[src/design/lpr_pkg.sv]
`timescale 1ns / 1ps
// ----------------------------------------------------------------------------
// lpr_pkg
// Shared types and constants for the longest prefix route lookup engine.
// ----------------------------------------------------------------------------
package lpr_pkg;

  localparam int TABLE_DEPTH   = 1024;
  localparam int IDX_W         = $clog2(TABLE_DEPTH);
  localparam int CNT_W         = $clog2(TABLE_DEPTH + 1);
  localparam int ROUTE_COUNT_W = 11;
  localparam int IN_INDEX_W    = 10;
  localparam int ADDR_W        = 32;
  localparam int PORT_W        = 4;
  localparam int S_DATA_W      = 144;
  localparam int M_DATA_W      = 40;

  localparam logic FUNC_WRITE  = 1'b0;
  localparam logic FUNC_LOOKUP = 1'b1;

  typedef struct packed {
    logic [ADDR_W-1:0] prefix;
    logic [ADDR_W-1:0] mask;
    logic [ADDR_W-1:0] hop;
    logic [PORT_W-1:0] port;
  } entry_t;

  typedef struct packed {
    logic             en;
    logic [IDX_W-1:0] addr;
    entry_t           entry;
  } mem_wr_t;

  typedef struct packed {
    logic             en;
    logic [IDX_W-1:0] addr;
  } mem_rd_t;

  typedef struct packed {
    logic              found;
    logic [ADDR_W-1:0] hop_addr;
    logic [PORT_W-1:0] port;
  } result_t;

endpackage

[src/design/lpr_scan.sv]
`timescale 1ns / 1ps
// ----------------------------------------------------------------------------
// lpr_scan
// Lookup sequencer: walks the loaded entries one per cycle through a single
// masked compare and keeps the best match, then holds the result beat.
// ----------------------------------------------------------------------------
module lpr_scan
  import lpr_pkg::*;
(
  input  logic              clk,
  input  logic              rst,
  input  logic              start,
  input  logic [ADDR_W-1:0] dest_addr,
  input  logic [CNT_W-1:0]  limit,
  output logic              idle,
  output mem_rd_t           rd,
  input  entry_t            rd_data,
  output logic              res_valid,
  input  logic              res_ready,
  output result_t           res
);

  typedef enum logic [2:0] {
    ST_IDLE = 3'b001,
    ST_SCAN = 3'b010,
    ST_DONE = 3'b100
  } state_t;

  state_t            state;
  logic [CNT_W-1:0]  rd_ptr;
  logic [CNT_W-1:0]  scan_limit;
  logic [ADDR_W-1:0] addr;
  logic              pend;
  logic              hit;
  logic [ADDR_W-1:0] best_mask;
  logic [ADDR_W-1:0] best_hop;
  logic [PORT_W-1:0] best_port;
  logic              issue;
  logic              match;
  logic              take;
  logic              load_out;

  assign idle     = (state == ST_IDLE);
  assign issue    = (state == ST_SCAN) && (rd_ptr < scan_limit);
  assign rd.en    = issue;
  assign rd.addr  = rd_ptr[IDX_W-1:0];
  assign match    = pend && (rd_data.prefix == (addr & rd_data.mask));
  // Only a strictly larger mask replaces the winner, so the lowest slot wins ties.
  assign take     = match && (!hit || (rd_data.mask > best_mask));
  assign load_out = (state == ST_DONE) && (!res_valid || res_ready);

  always_ff @(posedge clk) begin
    if (rst) begin
      state     <= ST_IDLE;
      pend      <= 1'b0;
      hit       <= 1'b0;
      res_valid <= 1'b0;
      rd_ptr    <= '0;
    end else begin
      pend <= issue;
      unique case (state)
        ST_IDLE: begin
          if (start) begin
            state  <= ST_SCAN;
            rd_ptr <= '0;
            hit    <= 1'b0;
          end
        end
        ST_SCAN: begin
          if (issue) begin
            rd_ptr <= rd_ptr + CNT_W'(1);
          end
          if (take) begin
            hit <= 1'b1;
          end
          if (!issue && !pend) begin
            state <= ST_DONE;
          end
        end
        ST_DONE: begin
          if (load_out) begin
            state <= ST_IDLE;
          end
        end
        default: state <= ST_IDLE;
      endcase
      if (load_out) begin
        res_valid <= 1'b1;
      end else if (res_ready) begin
        res_valid <= 1'b0;
      end
    end
  end

  always_ff @(posedge clk) begin
    if (idle && start) begin
      addr       <= dest_addr;
      scan_limit <= limit;
    end
    if (take) begin
      best_mask <= rd_data.mask;
      best_hop  <= rd_data.hop;
      best_port <= rd_data.port;
    end
    if (load_out) begin
      res.found    <= hit;
      res.hop_addr <= hit ? best_hop : '0;
      res.port     <= hit ? best_port : '0;
    end
  end

endmodule

[config.mk]
export PLATFORM = sky130hd
export DESIGN_NAME = lpr_scan
export DESIGN_NICKNAME = d
export VERILOG_FILES = /design/src/design/lpr_pkg.sv /design/src/design/lpr_scan.sv
export SDC_FILE = /design/constraint.sdc
export NUM_CORES = 1
export LEC_CHECK = 0
export ABC_AREA = 1
export BUFFER_PORTS_ARGS = -buffer_cell sky130_fd_sc_hd__buf_4
export CORE_ASPECT_RATIO = 1.1
export CORE_MARGIN = 8
export CORE_UTILIZATION = 38
export DETAILED_ROUTE_END_ITERATION = 16
export PLACE_DENSITY = 0.59
export REMOVE_ABC_BUFFERS = 1
export SLEW_MARGIN = 20
export SYNTH_ARGS = -nofsm -noshare
export SYNTH_HDL_FRONTEND = slang
export SYNTH_SLANG_ARGS = --single-unit
[constraint.sdc]
create_clock -name clk -period 3.43 [get_ports clk]
set_clock_uncertainty 0.15 [all_clocks]
set_input_delay 0.343 -clock clk [delete_from_list [all_inputs] [get_ports clk]]
set_output_delay 0.343 -clock clk [all_outputs]
set_load 0.03 [all_outputs]
==> Word level (Yosys, flattened, before mapping) <==
Cells that the tools add are included.
{ "op_classes": {"n_reduce_logical": 17, "n_lt_le_gt_ge": 2, "bitwise_logic": 1, "n_addsub": 1, "mux": 12, "eq_ne": 9} }
{ "op_table": {"columns": ["cell", "count"], "rows": [
  ["$and A32 B32 Y32", 1],
  ["$eq A32 B32 Y1", 1],
  ["$gt A32 B32 Y1", 1],
  ["$mux W11", 2],
  ["$pmux W11 S2", 1],
  ["$add A11 B1 Y11 const B", 1],
  ["$lt A11 B11 Y1", 1],
  ["$mux W3", 3],
  ["$pmux W3 S3", 1],
  ["$reduce_and A3 Y1", 3],
  ["$ne A2 B2 Y1 const B", 4],
  ["$logic_and A1 B1 Y1", 6],
  ["$logic_not A1 Y1", 4],
  ["$mux W1", 4],
  ["$reduce_bool A2 Y1", 2],
  ["$eq A3 B1 Y1 const B", 1],
  ["$eq A3 B2 Y1 const B", 1],
  ["$eq A3 B3 Y1 const B", 1],
  ["$logic_or A1 B1 Y1", 2],
  ["$ne A2 B1 Y1 const B", 1],
  ["$pmux W1 S2", 1]
]} }
{ "word_totals": {"ff_bits": 165, "word_cells": 55, "out_inout_bits": 50} }

==> Logic depth before layout (Yosys ltp) <==
{ "depth": {"word_depth": 6, "ltp_mapped": 19, "ltp_nobuf": 19} }

==> Worst setup path after synthesis <==
Ideal clock, no wire load.
{ "synth_path": {"kind": "in2reg", "startpoint": "in rd_data[67] (netlist name)", "endpoint": "reg best_hop[0] (enable)", "cell_stages": 11, "t_required_ns": 2.858, "arrival_ns": 2.571, "path_buffers": 0, "slack_ns": 0.286, "cell_sequence": "ha_1 nand2_1 nor2_1 nand2_1 nor2_1 nand2_1 nand2_1 nand2_1 nand2_1 nand2_1 inv_1"} }
{ "synth_via": {"elab_chain_cells": 4} }
{ "synth_rtl": {"columns": ["element", "line", "source"], "rows": [
  ["start: declaration", "lpr_scan.sv:17", "input entry_t rd_data,"],
  ["branches (longest 3 deep; another with $gt A32 B32 Y1)", null, null],
  ["$logic_and A1 B1 Y1 *", "lpr_scan.sv:49", "assign take = match && (!hit || (rd_data.mask > best_mask));"],
  ["net take", "lpr_scan.sv:40", "logic take;"],
  ["end signal: assignment", "lpr_scan.sv:102", "best_hop <= rd_data.hop;"],
  ["end: declaration", "lpr_scan.sv:36", "logic [ADDR_W-1:0] best_hop;"]
]} }
Mark *: on every way through the listed nets, which the timed path passes.
A chain may end at the register's enable or synchronous reset.

==> Worst setup path in the final report <==
{ "layout_path": {"startpoint": "in rd_data[67] (netlist name)", "endpoint": "reg best_hop[14] (enable)"} }
Same word-level chain as after synthesis.

==> results_dict.tcl <==
set metrics [dict create \
    grt_pass1_vias 5662 \
    reg2reg_from "best_mask[31]" \
    die_h_um 162 \
    core-area_mm2 0.0190 \
    track_usage_pct 15.5 \
    ios 197 \
    finalNetCount 1162 \
    avgRoutedWirePerCell_um 14.8 \
    maxCapViolCount 0 \
    crit_start "rd_data[67]" \
    critical_path_class "primary input to flip-flop" \
    power.leakage_nw 4.85 \
    clock_latency_ps 420 \
    grt_max_degree 57 \
    avgSynthCellArea_um2 11.2 \
    crit_path_max_fanout 56 \
    regArea_mm2 0.00478 \
    vdd_drop_max_uv 323 \
    fp.dieW_um 149 \
    cts_tree "built" \
    reg2reg_depth 13 \
    rsz0062_at_grt "false" \
    met2RoutedLength_um 8860 \
    slew_viol_final 0 \
    tightest_slew_ps 1010 \
    hp-class "primary input to flip-flop" \
    std_cell_rows 53 \
    startpoint_type "primary input" \
    gp_congestion 0.837 \
    period_minus_slack_ps 2780 \
    post_drt_via_cell_ratio 4.39 \
    setup-tns-final_ps 0 \
    ys_ff_latch 165 \
    wl_met3_um 1370 \
    syn2layout_area_growth_pct 46.9 \
    clkTransAtPathRegs_ps 70 \
    dr.pass1.iters 4 \
    multi_input_area_mm2 0.00204 \
    syn-cell-area_mm2 0.00735 \
    cts-root-buf "clkbuf_16" \
    fmax_ghz 0.360 \
    fin_crit_sh_pct 81.0 \
    drt_wl_total_um 18200 \
    synth_area_leader_cell "edfxtp_1" \
    top_layer "met4" \
    dp_hpwl_um 13500 \
    dr.first_iter.drc_count 185 \
    p_per_area_mw_per_mm2 446 \
    start_util_pct 38.6 \
    met1_length_um 7420 \
    cts.path.max_buffers 2 \
    via_count 5410 \
    cp.required_ps 3380 \
    worstPathArrival_ps 2730 \
    antenna_left 0 \
    synth_top_area_share_pct 60.5 \
    worst_slack_ps 653 \
    rr_endpoint "best_hop[14]" \
    slew_headroom_pct 32.8 \
    regToRegSetupSlack_ps 890 \
    ys_warn_count 0 \
    cts-resized-gates 0 \
    die_area_mm2 0.0241 \
    yosysUniqueCellTypes 33 \
    drive_above_1_share_pct 25.1 \
    synth_area_leaders "edfxtp_1 (60%), nand2_1 (8.3%), ha_1 (7.3%)" \
    pre_cts_slack_ps 789 \
    n_fill_cell 1590 \
    grt_pass1_wl_um 28700 \
    overflow 0 \
    netlist_instances 659 \
    drc 0 \
    status "complete, no violations" \
    grt_antenna_before_repair 1 \
    htreeDepth 4 \
    crit_path_end "best_hop[14]" \
    hold_viol 0 \
    post_cts_buffers 0 \
    yosysSeqAreaShare_pct 65.1 \
    setup_violations 0 \
    cts-buffers-inserted 17 \
    clock-sinks 165 \
    endpoint_kind "flip-flop" \
    port_buffers 196 \
]
worst min path at each step:
stage	start	to	cells past startpoint
after floorplan	rst	hit	1
after global placement	best_hop[14]	res[18]	2
after detailed placement	best_hop[0]	res[4]	2
after CTS	res_ready	res_valid	4
after global routing	start	state[0]	3
final	start	state[0]	3
cells by family after synthesis:
family / synth area share [%]
buf+inv: 7.29
compound gates: 3.71
fa+ha+maj: 7.32
simple gates: 14.7
flops: 65.1
xor+xnor: 1.91
stage by stage:
step | area [µm²] | power, W | hold WS, ps | util (%) | cells
floorplan | 7240 | 0.00256 | 262 | - | 642
global placement | 9060 | 0.00280 | 334 | 47.6 | 1088
detailed placement | 9060 | 0.00281 | 338 | 47.6 | 1088
CTS | 10800 | 0.00488 | 76.6 | 56.7 | 1232
global route | 10800 | 0.00502 | 99.3 | 56.7 | 1233
finish | 10800 | 0.00481 | 97.5 | 56.7 | 1233
power breakdown:
| part | switching [W] | internal, W |
|---|---|---|
| logic | 0.000276 | 0.000288 |
| registers | 0.0000260 | 0.00227 |
| clock network | 0.000850 | 0.00110 |
| total | 0.00115 | 0.00366 |
state kept, by name, summed over array words and instances (netlist names):
register	cells
rd_ptr	11
hit	1
state	3
best_hop	32
res_valid	1
best_port	4
pend	1
scan_limit	11
best_mask	32
res	37
addr	32
repair_timing:
action | 4_1_cts | 5_1_grt
endpoints found under the hold margin | 116 | 0
setup endpoints to repair | 0 | 0
hold buffers | 112 | 0
cell usage in the layout (no fill, tap or decap), drive strengths merged, types with 2 or more instances in the layout:
master | synthesis | routed
a21o | 2 | 2
a21oi | 26 | 26
buf | 12 | 199
bufinv | 0 | 2
clkbuf | 5 | 17
clkinv | 0 | 3
clkinvlp | 0 | 3
dfxtp | 17 | 17
dlygate4sd3 | 0 | 112
edfxtp | 148 | 148
ha | 43 | 43
inv | 112 | 119
nand2 | 164 | 164
nand3 | 12 | 12
nand3b | 2 | 2
nand4 | 4 | 4
nor2 | 53 | 53
nor3 | 18 | 18
o21a | 2 | 2
o21ai | 15 | 15
o21bai | 2 | 2
xnor2 | 10 | 10
xor2 | 6 | 6
layer usage:
layer	up-vias	track usage (%)
met5	-	0
met4	0	7.61
met3	31	5.09
met2	170	25.9
met1	2417	17.6
li1	2792	-
cell type report:
type	count	area share, %
sequential	165	44.3
timing repair buffer	311	24.3
multi-input combinational	365	18.9
clock buffer	17	3.94
inverter	112	3.92
tap	247	2.86
clock inverter	15	1.72
antenna	1	0.0232
synth_stat cells:
cell and instances:
a211oi_1 1, a21o_1 2, a21oi_1 26, and2_1 1, buf_4 11, buf_6 1, clkbuf_1 5, dfxtp_1 17
edfxtp_1 148, ha_1 43, inv_1 106, inv_2 5, inv_4 1, nand2_1 163, nand2_8 1, nand3_1 10
nand3_2 2, nand3b_1 2, nand4_1 4, nor2_1 50, nor2_2 1, nor2_4 2, nor3_1 16, nor3_2 2
nor4_1 1, nor4b_1 1, o21a_1 2, o21ai_0 15, o21bai_1 2, o221ai_1 1, o22ai_1 1, xnor2_1 10
xor2_1 6
critical path, stage by stage:
cell and delay [ps]:
dlygate4sd3_1 540, buf_4 150, ha_1 290, nand2_1 70, nor2_1 170, nand2_1 90, nor2_1 170, nand2_1 70
nand2_1 50, nand2_1 40, nand2_1 50, nand2_1 70, inv_2 260, buf_12 310
Note: power is estimated with default switching activity, not from simulation.
